===== config.mk =====
export PLATFORM = sky130hd
export DESIGN_NAME = lpbf_ctrl
export DESIGN_NICKNAME = d
export VERILOG_FILES = /design/src/rtl/core/lpbf_pkg.sv /design/src/rtl/core/lpbf_ctrl.sv
export SDC_FILE = /design/constraint.sdc
export NUM_CORES = 1
export LEC_CHECK = 0
export BUFFER_PORTS_ARGS = -buffer_cell sky130_fd_sc_hd__buf_2
export CORE_MARGIN = 3
export CORE_UTILIZATION = 40
export DETAILED_ROUTE_END_ITERATION = 12
export PLACE_DENSITY = 0.73
export SYNTH_ARGS = -nofsm -noshare
export SYNTH_HDL_FRONTEND = slang
export SYNTH_SLANG_ARGS = --single-unit

===== constraint.sdc =====
create_clock -name clock -period 1.35 [get_ports clock]
set_clock_uncertainty 0.2 [all_clocks]
set_input_delay 0.135 -clock clock [delete_from_list [all_inputs] [get_ports clock]]
set_output_delay 0.135 -clock clock [all_outputs]
set_load 0.005 [all_outputs]

===== src/rtl/core/lpbf_pkg.sv =====
// Shared types and constants of the longest-path core.
`default_nettype none

package lpbf_pkg;

   localparam int VTX_W    = 6;
   localparam int WEIGHT_W = 16;
   localparam int DIST_W   = 32;
   localparam int GAIN_W   = 31;
   localparam int CFG_W    = 7;

   localparam logic [CFG_W-1:0] NUM_VERTICES_RESET = 7'd64;

   localparam logic signed [DIST_W-1:0] DIST_MAX = 32'sh7FFF_FFFF;
   localparam logic signed [DIST_W-1:0] DIST_MIN = 32'sh8000_0000;

   localparam logic OP_INSERT = 1'b0;
   localparam logic OP_QUERY  = 1'b1;

   typedef struct packed {
      logic                       operation;
      logic [VTX_W-1:0]           edge_from;
      logic [VTX_W-1:0]           edge_to;
      logic signed [WEIGHT_W-1:0] edge_weight;
      logic [VTX_W-1:0]           source_vertex;
   } req_type;

   typedef struct packed {
      logic [VTX_W-1:0]  result_source;
      logic [GAIN_W-1:0] best_gain;
      logic              unbounded;
   } rsp_type;

   typedef struct packed {
      logic latch;
      logic ptr_reset;
      logic ptr_step;
      logic full_span;
      logic clear_wr;
      logic ins_rd;
      logic ins_wr;
      logic init_wr;
      logic relax_issue;
      logic check_issue;
      logic scan_issue;
      logic reply;
   } cmd_type;

   typedef struct packed {
      logic ins_ok;
      logic edge_present;
      logic src_ok;
      logic n_is_one;
      logic v_last;
      logic u_last;
      logic v_max;
      logic u_max;
      logic round_last;
   } status_type;

   typedef enum logic [3:0] {
      ST_CLEAR,
      ST_IDLE,
      ST_INS_READ,
      ST_INS_WRITE,
      ST_QUERY,
      ST_INIT,
      ST_RELAX,
      ST_CHECK,
      ST_CHECK_END,
      ST_SCAN,
      ST_SCAN_END,
      ST_REPLY
   } state_type;

endpackage

`default_nettype wire


===== src/rtl/core/lpbf_ctrl.sv =====
// Sequencing state machine of the longest-path core.
`default_nettype none

module lpbf_ctrl
   import lpbf_pkg::*;
(
   input  wire logic       clock,
   input  wire logic       reset,
   input  wire logic       start,
   input  wire logic       operation,
   input  wire status_type status,
   output cmd_type         cmd,
   output logic            busy
);

   state_type state_ff;
   state_type state_in;

   always_ff @(posedge clock) begin
      if (reset) begin
         state_ff <= ST_CLEAR;
      end else begin
         state_ff <= state_in;
      end
   end

   always_comb begin
      state_in = state_ff;
      cmd      = '0;
      busy     = 1'b1;
      case (state_ff)
         ST_CLEAR: begin
            cmd.clear_wr  = 1'b1;
            cmd.full_span = 1'b1;
            cmd.ptr_step  = 1'b1;
            if (status.u_max && status.v_max) begin
               state_in = ST_IDLE;
            end
         end
         ST_IDLE: begin
            busy          = 1'b0;
            cmd.ptr_reset = 1'b1;
            if (start) begin
               cmd.latch = 1'b1;
               state_in  = (operation == OP_QUERY) ? ST_QUERY : ST_INS_READ;
            end
         end
         ST_INS_READ: begin
            cmd.ins_rd = 1'b1;
            state_in   = ST_INS_WRITE;
         end
         ST_INS_WRITE: begin
            // Edges are never overwritten: only a fresh, legal edge is stored.
            cmd.ins_wr = status.ins_ok && !status.edge_present;
            state_in   = ST_IDLE;
         end
         ST_QUERY: begin
            state_in = status.src_ok ? ST_INIT : ST_REPLY;
         end
         ST_INIT: begin
            cmd.init_wr  = 1'b1;
            cmd.ptr_step = 1'b1;
            if (status.v_last) begin
               cmd.ptr_reset = 1'b1;
               state_in      = status.n_is_one ? ST_CHECK : ST_RELAX;
            end
         end
         ST_RELAX: begin
            cmd.relax_issue = 1'b1;
            cmd.ptr_step    = 1'b1;
            if (status.v_last && status.u_last && status.round_last) begin
               cmd.ptr_reset = 1'b1;
               state_in      = ST_CHECK;
            end
         end
         ST_CHECK: begin
            cmd.check_issue = 1'b1;
            cmd.ptr_step    = 1'b1;
            if (status.v_last && status.u_last) begin
               cmd.ptr_reset = 1'b1;
               state_in      = ST_CHECK_END;
            end
         end
         ST_CHECK_END: begin
            cmd.ptr_reset = 1'b1;
            state_in      = ST_SCAN;
         end
         ST_SCAN: begin
            cmd.scan_issue = 1'b1;
            cmd.ptr_step   = 1'b1;
            if (status.v_last) begin
               state_in = ST_SCAN_END;
            end
         end
         ST_SCAN_END: begin
            state_in = ST_REPLY;
         end
         ST_REPLY: begin
            cmd.reply = 1'b1;
            state_in  = ST_IDLE;
         end
         default: begin
            state_in = ST_IDLE;
         end
      endcase
   end

endmodule

`default_nettype wire


Yosys cells after proc, flatten, opt, wreduce, memory -nomap -nowiden
Index checks and enable logic that the tools add are counted.

storage, ports and cells
  output and inout bits = 13
  memories kept = 0
  latch bits = 0
  bits in writable memories = 0
  input port bits = 13
  memory bits (read-only) = 0
  logic and storage cells = 53
  register bits = 4

operators by class
  $mul = 0
  $add $sub $neg = 0
  bitwise gates (word level) = 0
  muxes and demuxes = 26
  $lt $le $gt $ge = 0
  reduce and logical (&&, ||, !) cells = 9
  div/mod/pow operators = 0
  shift operators = 0
  equal/unequal tests = 17

operators by type and width
  kind                count
  $pmux 4 s10         1
  $mux 4              7
  $eq 4x3->1 const B  4
  $eq 4x4->1 const B  4
  $mux 1              15
  $ne 2x2->1 const B  6
  $eq 4x2->1 const B  2
  $reduce_and 6->1    1
  $reduce_or 5->1     1
  $eq 4x1->1 const B  1
  $logic_and 1x1->1   4
  $logic_not 4->1     1
  $pmux 1 s4          1
  $mux 3              1
  $mux 2              1
  $reduce_or 2->1     1
  $logic_not 1->1     1

Logic depth before layout (Yosys ltp)
Gate-level depths: netlist of the first run.

  word-level depth = 4
  mapped depth = 6
  gate-level depth less buffers = 4

Least setup slack after synthesis of the first run
OpenSTA, ideal clock, no wires.

  path type = flip-flop to flip-flop
  start = register state_ff[0]
  end = register state_ff[3]
  buffers on the path = 1
  period minus slack after synthesis = 1.520 ns
  cell stages (with the launch flop) = 6
  slack = -0.170 ns
  data required time = 1.028 ns
  setup time = 0.122 ns
  arrival time = 1.199 ns
  cell sequence = dfxtp_1 buf_6 nor4_4 a22o_1 o21ai_0 o311a_1

between the ends
  word-level cells in the longest chain between the ends = 3
  elaborated cells on any way between the ends = 18
  those cells by class = 15 x eq/ne; 1 x mux; 2 x reduce/logical

RTL lines
  what                                      RTL line         source
  from (decl)                               lpbf_ctrl.sv:16  state_type state_ff;
  from (signal assigned)                    lpbf_ctrl.sv:23  state_ff <= state_in;
  $eq 4x3->1, or another cell as far along  lpbf_ctrl.sv:31  case (state_ff)
  $ne 2x2->1 (no line)                      n/a
  $reduce_and 6->1 (no line)                n/a

Several ways; a longest one is shown, not always the timed one.
A chain may end at the register's enable or synchronous reset.

==> summary.md, run 1 <==
| Metric | Value |
|---|---|
| Drt total wl | `2396 um` |
| Filler cells | `56` |
| Period utilisation layout | `1.280` |
| CTS tree | `built` |
| Vias in the first global route | `797` |
| GRT overflow | `0` |
| Placed Area | `782.0 um^2` |
| H-Tree Depth | `1` |
| Total CTS buffers | `3` |
| CP Data Arrival Time | `1390 ps` |
| Cell family with most CP delay | `buffers and inverters` |
| Startpoint Class | `flop` |
| PwrDens | `2081 mW/mm^2` |
| Synth cell types | `34` |
| DR pass1 iterations | `4` |
| GRT Overall Usage | `0.2530` |
| Seq/Total Area, Yosys | `0.1478` |
| Share of cells above drive strength 1 | `0.6772` |
| Routed via count | `865` |
| Violated checks | `negative setup slack` |
| Largest register FFs | `4` |
| Crit Path Max Fanout | `4` |
| Max-slew headroom | `0.6658` |
| Hold Crit Class | `input port to flop` |
| Maximum vdd drop | `1.489 mV` |
| Synth Cell Area | `541.8 um^2` |
| GPL Wtd Cong | `0.8440` |
| Worst setup margin | `-378.1 ps` |
| Synth top area cells | `dfxtp_1 15%, buf_6 8.3%, nor2_1 6.9%, o211ai_1 4.2%, nor4_4 3.9%` |
| Setup violators final | `17` |
| EDFF count, synth | `0` |
| LEAKAGE | `0.4993 nW` |
| CTS Buffer Depth | `2` |
| YS warnings | `0` |
| Largest regs | `state_ff x4` |
| Clk slew on worst S/H paths | `50 ps` |
| Prevailing post-synth register cell | `dfxtp_1` |
| Area leader, netlist | `dfxtp_1` |
| Avg WL per Cell | `16.99 um` |
| Max cap viols | `0` |
| Slowest-stage cell, CP | `dfxtp_4` |
| DP HPWL | `1360 um` |
| Core Box Area | `0.001186 mm^2` |
| Synth top area share | `0.1478` |
| Initial antenna violation count | `0` |
| Top reg by flops | `state_ff` |
| Top-level port count | `26` |
| Fin cells | `141` |
| Crit path largest cell delay | `360 ps` |
| Root buf cell | `clkbuf_4` |
| Row cnt | `12` |
| Placed cells | `126` |
| Die area | `0.001832 mm^2` |
| First-pass GRT wire length | `3519 um` |
| Area Overhead vs Synth | `97.69%` |
| CP Cell Sequence | `buf_12 -> buf_6 -> xnor2_2 -> nor2_1 -> a31oi_1 -> o22ai_1 -> buf_2` |
| Tightest Pin Transition | `494.3 ps` |
| Worst Path Required | `1010 ps` |
| Synthesized flop and latch total | `4` |
| Unrepaired setup endpoints after global routing | `true` |
| Cells after synthesis | `75` |
| Final Max Tran Viols | `0` |
| Fin area | `0.001071 mm^2` |
| Vias per Instance | `6.135` |
| Initial Utilization | `0.4568` |
| Nets | `142` |
| Clk sink count | `4` |
| Largest net degree at the start of global routing | `12` |
| Drt first-iter violations | `52` |
| # DRC | `0` |
| Die Y | `42.80 um` |
| Post-Syn Area per Cell | `7.224 um^2` |
| Peak Freq | `578.7 MHz` |
| Ant. Diodes | `0` |
| Clock latency on the worst-skew pair | `240 ps` |
| Syn_nets | `88` |
| Die width | `42.80 um` |
| IO buf count | `25` |
| Ys async rst share | `0` |
| WS Path Type | `flop to primary output` |
| Fin crit period | `1728 ps` |
| Total power | `0.002229 W` |
| Fin. Hold Viols | `0` |
| Status | `finished, violations left` |
| Post-route ant nets | `0` |
| CP Buf/Inv Count | `3` |
| Crit end category | `primary output` |
==> cells by family after synthesis <==
logic type / count (synthesis) / share of synthesized area
simple gates: 32 / 0.3395
compound gates: 25 / 0.3118
buf+inv: 11 / 0.1501
flops: 4 / 0.1478
xor+xnor: 2 / 0.03234
mux: 1 / 0.01848
==> per-layer routing <==
layer,share of wire,global-route usage
met5,0,0
met4,0.035,0.06832
met3,0.076,0.06356
met2,0.49,0.4371
met1,0.40,0.3048
==> repair_timing <==
action                                  CTS  global route
setup buffers                            10             2
gates resized for setup                  33            13
endpoints found under the setup margin   17            17
hold endpoints to repair                  3             0
hold buffers                              1             0
pin swaps                                10            12
==> cell usage in the layout (no fill, tap or decap), drive strengths merged <==
master,n
o311a,1
nor3,3
nor3b,2
clkbuf,3
buf,56
o31ai,1
nor4b,1
a22oi,1
a31oi,3
nand2,5
mux2i,1
o221ai,1
inv,2
a21oi,4
nor2,10
xnor2,2
nor4,2
o211ai,3
dfxtp,4
nand2b,2
dlygate4sd3,1
a22o,2
and3b,1
and3,3
o21ai,5
o22ai,2
a222oi,1
nand3,1
and2,1
clkinvlp,1
a311oi,1
nand3b,1
==> power breakdown <==
part / internal (W) / switching [W]
clock network: 0.000100 / 0.0000582
logic: 0.00101 / 0.000802
registers: 0.000176 / 0.0000818
==> area by class of cell <==
| class | instances | area (um^2) | area share |
|---|---|---|---|
| well taps | 14 | 17.52 | 0.01636 |
| repair buffers | 57 | 442.9 | 0.4136 |
| inverters | 3 | 17.52 | 0.01636 |
| multi-input cells | 60 | 478.0 | 0.4463 |
| clock buffers | 3 | 22.52 | 0.02103 |
| flip-flops and latches | 4 | 92.59 | 0.08645 |
==> through the flow <==
stage | utilization | setup slack (ps) | setup TNS [ps] | hold WS, ps
after floorplan | - | -149.9 | -476.4 | -3.345
after CTS | 0.8523 | -350.9 | -3598 | 72.90
after global placement | 0.6593 | -244.8 | -1800 | 132.4
after global routing | 0.9030 | -440.4 | -5467 | 148.5
final | 0.9030 | -378.1 | -4565 | 128.6
after detailed placement | 0.6593 | -290.6 | -2192 | 144.1
==> cells in the mapped netlist (2+ instances only) <==
library cell,instances
a22o_1,2
nor3b_1,2
a21oi_1,4
nand2_1,5
nand2b_1,2
nor2_1,10
xnor2_1,2
inv_1,3
buf_6,4
o211ai_1,3
and3_1,2
o22ai_1,2
o21ai_0,4
buf_4,2
nor3_1,3
buf_2,2
dfxtp_1,4
a31oi_1,3
==> path summary, 6_finish.rpt <==
kind / startpoint / to / slack, ps / depth (start not counted)
worst max-delay path: state_ff[3] / cmd[10] / -380 / 7
worst max register to register: state_ff[1] / state_ff[0] / -380 / 4
worst min register to register: state_ff[2] / state_ff[2] / 540 / 3
worst min-delay path: status[6] / state_ff[1] / 130 / 4
==> worst min-delay path: cells and delay by family <==
family / cells / cell delay (ps)
AO/OA/AOI/OAI: 3 / 270
buffers and inverters: 1 / 120
Power figures use the tool's default switching activity.
==> run 2: changes to the inputs <==
Settings changed: CTS_BUF_LIST set to sky130_fd_sc_hd__clkbuf_16.
==> run 2 against run 1 <==
Against the previous run:
- the run still ends with negative setup slack left
- final cell count shrank 1.4%
- total power grew 15%
- non-clock buffer count shrank 2
- largest cell class unchanged
==> summary.md, run 2 (synthesized netlist as in run 1, its figures left out) <==
| Metric | Value |
|---|---|
| Global Route met3 Usage | `0.05932 (was 0.06356)` |
| Status | `finished, violations left (unchanged)` |
| Violated checks | `negative setup slack (unchanged)` |
| Fin crit period | `1823 ps (was 1728 ps)` |
| Fin cells | `139 (was 141)` |
| Pre-CTS setup slack | `-290.6 ps (unchanged)` |
| Most common cell after layout, fill and taps aside | `buf_2 (unchanged)` |
| Drt total wl | `2990 um (was 2396 um)` |
| Peak Freq | `548.6 MHz (was 578.7 MHz)` |
| Root buf cell | `clkbuf_16 (was clkbuf_4)` |
| Routed via count | `919 (was 865)` |
| Slowest-stage cell, CP | `dfxtp_4 (unchanged)` |
| Largest register FFs | `4 (unchanged)` |
| Core Box Area | `0.001186 mm^2 (unchanged)` |
| WS Path Type | `flop to primary output (unchanged)` |
| Total CTS buffers | `3 (unchanged)` |
| Clk slew on worst S/H paths | `30 ps (was 50 ps)` |
| Die area | `0.001832 mm^2 (unchanged)` |
| GR Util met2 | `0.4581 (was 0.4371)` |
| CP Data Arrival Time | `1490 ps (was 1390 ps)` |
| CP Cell Sequence | `buf_12 -> buf_6 -> xnor2_2 -> nor2_1 -> a31oi_1 -> o22ai_1 -> buf_2 (unchanged)` |
| Largest net degree at the start of global routing | `12 (unchanged)` |
| Post-route ant nets | `0 (unchanged)` |
| GRT Overall Usage | `0.2509 (was 0.2530)` |
| PwrDens | `2332 mW/mm^2 (was 2081 mW/mm^2)` |
| Crit path largest cell delay | `360 ps (about the same)` |
| Max-slew headroom | `0.6926 (was 0.6658)` |
| Unrepaired setup endpoints after global routing | `true (unchanged)` |
| Die Y | `42.80 um (unchanged)` |
| Largest regs | `state_ff x4 (unchanged)` |
| Initial Utilization | `0.4568 (unchanged)` |
| Vias per Instance | `6.612 (was 6.135)` |
| Placed Area | `782.0 um^2 (unchanged)` |
| Share of cells above drive strength 1 | `0.6480 (was 0.6772)` |
| Setup violators final | `17 (unchanged)` |
| Crit end category | `primary output (unchanged)` |
| Maximum vdd drop | `1.467 mV (was 1.489 mV)` |
| Worst Path Required | `1010 ps (about the same)` |
| Row cnt | `12 (unchanged)` |
| Worst setup margin | `-472.7 ps (was -378.1 ps)` |
| Nets | `140 (was 142)` |
| Area Overhead vs Synth | `103.2% (was 97.69%)` |
| DP HPWL | `1360 um (unchanged)` |
| Most frequent cells in the layout | `22 x buf_2, 19 x buf_4, 11 x buf_6 (was 21 x buf_2, 20 x buf_4, 14 x buf_6)` |
| DR pass1 iterations | `4 (unchanged)` |
| Clock latency on the worst-skew pair | `230 ps (was 240 ps)` |
| LEAKAGE | `0.5071 nW (was 0.4993 nW)` |
| Crit Path Max Fanout | `4 (unchanged)` |
| Grt peak-use layer | `met2 (unchanged)` |
| Fin. Hold Viols | `0 (unchanged)` |
| Top reg by flops | `state_ff (unchanged)` |
| Die width | `42.80 um (unchanged)` |
| Filler cells | `51 (was 56)` |
| Period utilisation layout | `1.350 (was 1.280)` |
| Clk sink count | `4 (unchanged)` |
| GRT overflow | `0 (unchanged)` |
| CTS Buffer Depth | `2 (unchanged)` |
| Final Core Density | `0.9283 (was 0.9030)` |
| Final Max Tran Viols | `0 (unchanged)` |
| H-Tree Depth | `1 (unchanged)` |
| Top-level port count | `26 (unchanged)` |
| Avg WL per Cell | `21.51 um (was 16.99 um)` |
| GPL Wtd Cong | `0.8440 (unchanged)` |
| Placed cells | `126 (unchanged)` |
| Drt first-iter violations | `66 (was 52)` |
| Max cap viols | `0 (unchanged)` |
| Fin area | `0.001101 mm^2 (was 0.001071 mm^2)` |
| Startpoint Class | `flop (unchanged)` |
| Ant. Diodes | `0 (unchanged)` |
| IO buf count | `25 (unchanged)` |
| Grt met1 use | `0.2682 (was 0.3048)` |
| Vias in the first global route | `820 (was 797)` |
| Setup TNS | `-5753 ps (was -4565 ps)` |
| First-pass GRT wire length | `3539 um (was 3519 um)` |
| Tightest Pin Transition | `454.8 ps (was 494.3 ps)` |
| Initial antenna violation count | `0 (unchanged)` |
| Hold Crit Class | `input port to flop (unchanged)` |
| # DRC | `0 (unchanged)` |
| CTS tree | `built (unchanged)` |
run 2: final timing paths:
| path | from | endpoint | slack [ps] | cells after the start |
|---|---|---|---|---|
| worst max register to register | state_ff[3] | state_ff[1] | -460 | 6 |
| worst min-delay path | status[3] | state_ff[0] | 120 | 3 |
| worst max-delay path | state_ff[3] | cmd[10] | -470 | 7 |
| worst min register to register | state_ff[2] | state_ff[2] | 550 | 3 |
run 2: where the power goes:
| part | internal, W | switching (W) | total, W |
|---|---|---|---|
| sequential | 0.000174 | 0.0000835 | 0.000258 |
| combinational | 0.000974 | 0.000864 | 0.00184 |
| clock | 0.000379 | 0.0000925 | 0.000472 |
| total | 0.00153 | 0.00104 | 0.00257 |
run 2: final cells by class:
cell class	count	area [um^2]	area share
inverter	3	17.52	0.01591
sequential	4	90.09	0.08182
multi-input combinational	60	474.2	0.4307
tap	14	17.52	0.01591
timing repair buffer	55	426.7	0.3875
clock buffer	3	75.07	0.06818
run 2: routing by layer:
metal / wire, um / vias up
met1: 1031 / 429
li1: - / 379
met4: 197 / 0
met3: 246 / 23
met5: 0 / -
met2: 1515 / 88
run 2: repair_timing:
action	4_1_cts	5_1_grt
buffers inserted	5	4
setup endpoints to repair	17	17
endpoints found under the hold margin	2	0
pin swaps	3	10
gates resized for setup	12	25
hold buffers	1	0
run 2: per-stage QoR:
step	hold WS, ps	total power (W)
final	117.1	0.002568
after global routing	165.9	0.002685
after CTS	130.3	0.002051
after detailed placement	144.1	0.001378
after global placement	132.4	0.001352
after floorplan	-3.345	0.0009605
run 2: worst max-delay path: cells and delay by family, from the launching register on:
| kind | cells | cell delay (ps) |
|---|---|---|
| flops | 1 | 360 |
| compound gates | 2 | 320 |
| simple gates | 1 | 60 |
| buf+inv | 3 | 390 |
| xor+xnor | 1 | 120 |
==> run 3: changes to the inputs <==
Settings changed: TNS_END_PERCENT set to 30.
==> run 3 against run 2 <==
Against the previous run:
- the run still ends with negative setup slack left
- critical endpoint unchanged
- routed wire length is 31% lower
- clock power down 2%
- global-route usage down 0.71 points
==> summary.md, run 3 (synthesized netlist as in run 1, its figures left out) <==
| Metric | Value |
|---|---|
| Flop2flop setup slack | `-250 ps (was -460 ps)` |
| Core Box Area | `0.001186 mm^2 (unchanged)` |
| Row cnt | `12 (unchanged)` |
| Largest net degree at the start of global routing | `8 (was 12)` |
| Nets | `134 (was 140)` |
| Status | `finished, violations left (unchanged)` |
| GPL Wtd Cong | `0.8989 (was 0.8440)` |
| CP endpoint | `cmd[10] (unchanged)` |
| Most common cell after layout, fill and taps aside | `buf_2 (unchanged)` |
| CP Data Arrival Time | `1330 ps (was 1490 ps)` |
| Largest register FFs | `4 (unchanged)` |
| PwrDens | `2230 mW/mm^2 (was 2332 mW/mm^2)` |
| GRT overflow | `0 (unchanged)` |
| Worst r2r path cells | `4 (was 6)` |
| Placed cells | `125 (was 126)` |
| Routed via count | `797 (was 919)` |
| Drt total wl | `2065 um (was 2990 um)` |
| Root buf cell | `clkbuf_16 (unchanged)` |
| Top-level port count | `26 (unchanged)` |
| IO buf count | `25 (unchanged)` |
| Vias in the first global route | `735 (was 820)` |
| Unrepaired setup endpoints after global routing | `true (unchanged)` |
| Startpoint Class | `flop (unchanged)` |
| DP HPWL | `1305 um (was 1360 um)` |
| First-pass GRT wire length | `3443 um (was 3539 um)` |
| Maximum vdd drop | `1.413 mV (was 1.467 mV)` |
| Fin crit period | `1666 ps (was 1823 ps)` |
| GRT Overall Usage | `0.2438 (was 0.2509)` |
| WS Path Type | `flop to primary output (unchanged)` |
| Ant. Diodes | `0 (unchanged)` |
| Clk sink count | `4 (unchanged)` |
| Area Overhead vs Synth | `79.45% (was 103.2%)` |
| Critical Path Start | `state_ff[0] (was state_ff[3])` |
| Violated checks | `negative setup slack (unchanged)` |
| Setup violators final | `17 (unchanged)` |
| Tightest Pin Transition | `393.0 ps (was 454.8 ps)` |
| LEAKAGE | `0.4584 nW (was 0.5071 nW)` |
| Initial antenna violation count | `0 (unchanged)` |
| DR pass1 iterations | `4 (unchanged)` |
| # DRC | `0 (unchanged)` |
| Post-route ant nets | `0 (unchanged)` |
| Period utilisation layout | `1.234 (was 1.350)` |
| Reg-to-Reg End | `state_ff[0] (was state_ff[1])` |
| Hold depth | `3 (unchanged)` |
| Die width | `42.80 um (unchanged)` |
| Fin. Hold Viols | `0 (unchanged)` |
| Drt first-iter violations | `50 (was 66)` |
| Worst setup margin | `-315.9 ps (was -472.7 ps)` |
| Die Y | `42.80 um (unchanged)` |
| Total CTS buffers | `3 (unchanged)` |
| Hold Crit Class | `input port to flop (unchanged)` |
| Crit Path Max Fanout | `7 (was 4)` |
| Peak Freq | `600.3 MHz (was 548.6 MHz)` |
| Largest regs | `state_ff x4 (unchanged)` |
| Fin cells | `133 (was 139)` |
| Clk slew on worst S/H paths | `30 ps (about the same)` |
| Worst Path Required | `1010 ps (about the same)` |
| CTS Buffer Depth | `2 (unchanged)` |
| Worst R2R Start | `state_ff[2] (was state_ff[3])` |
| Top reg by flops | `state_ff (unchanged)` |
| Die area | `0.001832 mm^2 (unchanged)` |
| Max-slew headroom | `0.7343 (was 0.6926)` |
| Crit end category | `primary output (unchanged)` |
| H-Tree Depth | `1 (unchanged)` |
| Final Core Density | `0.8196 (was 0.9283)` |
| Most frequent cells in the layout | `23 x buf_2, 18 x buf_4, 6 x nor2_1 (was 22 x buf_2, 19 x buf_4, 11 x buf_6)` |
| Max cap viols | `0 (unchanged)` |
| Avg WL per Cell | `15.53 um (was 21.51 um)` |
| Share of cells above drive strength 1 | `0.5630 (was 0.6480)` |
| Clock latency on the worst-skew pair | `230 ps (about the same)` |
| Final Max Tran Viols | `0 (unchanged)` |
| Vias per Instance | `5.992 (was 6.612)` |
| CTS tree | `built (unchanged)` |
| Initial Utilization | `0.4568 (unchanged)` |
## run 3: cell types whose count changed in the layout (fill, tap and decap cells not counted), sizes merged
cell / before / now
clkinvlp: 1 / 0
buf: 54 / 48
inv: 2 / 3
## run 3: worst min-delay path by stage
| stage | from | end | slack, ps |
|---|---|---|---|
| final | status[3] | state_ff[0] | 120 |
| after floorplan | reset | state_ff[1] | 4 |
| after detailed placement | reset | state_ff[2] | 140 |
| after global routing | status[6] | state_ff[1] | 140 |
| after global placement | reset | state_ff[2] | 140 |
| after CTS | status[6] | state_ff[1] | 80 |
## run 3: area by class of cell
class	instances	area [um^2]
Clock buffer	3	75.07
Fill cell	73	214.0
Inverter	3	13.76
Multi-Input combinational cell	60	421.7
Sequential cell	4	92.59
Tap cell	14	17.52
Timing Repair Buffer	49	351.6
## run 3: critical path: stages, from the launching register on
cell and delay (ps):
dfxtp_4 360, buf_6 140, xnor2_2 170, nor2_2 50, a31oi_2 150, o22ai_1 110
buf_2 130
## run 3: per-stage QoR
step | TNS (ps) | power [W] | area, um^2 | hold slack (ps) | worst slack, ps
3_5_place_dp | -2127 | 0.001362 | 770.7 | 141.2 | -247.4
4_1_cts | -3313 | 0.002073 | 957.2 | 77.59 | -272.3
5_1_grt | -4650 | 0.002303 | 972.2 | 144.3 | -370.5
2_1_floorplan | -698.6 | 0.0009397 | 543.0 | 4.066 | -149.9
6_report | -3548 | 0.002168 | 972.2 | 116.1 | -315.9
3_3_place_gp | -1768 | 0.001344 | 770.7 | 137.3 | -196.9
## run 3: power by group
part | internal, W | switching (W)
Sequential | 0.000176 | 0.0000750
Combinational | 0.000784 | 0.000671
Clock | 0.000378 | 0.0000840
## run 3: layer usage
metal,GRT usage,wire (um)
met2,0.3892,1002
met5,0,0
met3,0.04237,178
met4,0.1304,58
met1,0.3050,826
## run 3: timing repair
| item | CTS | global route |
|---|---|---|
| hold buffers | 1 | 0 |
| resized for setup | 21 | 4 |
| hold endpoints to repair | 2 | 0 |
| setup endpoints to repair | 17 | 17 |
| pin swaps | 8 | 3 |
| buffers inserted | 4 | 0 |
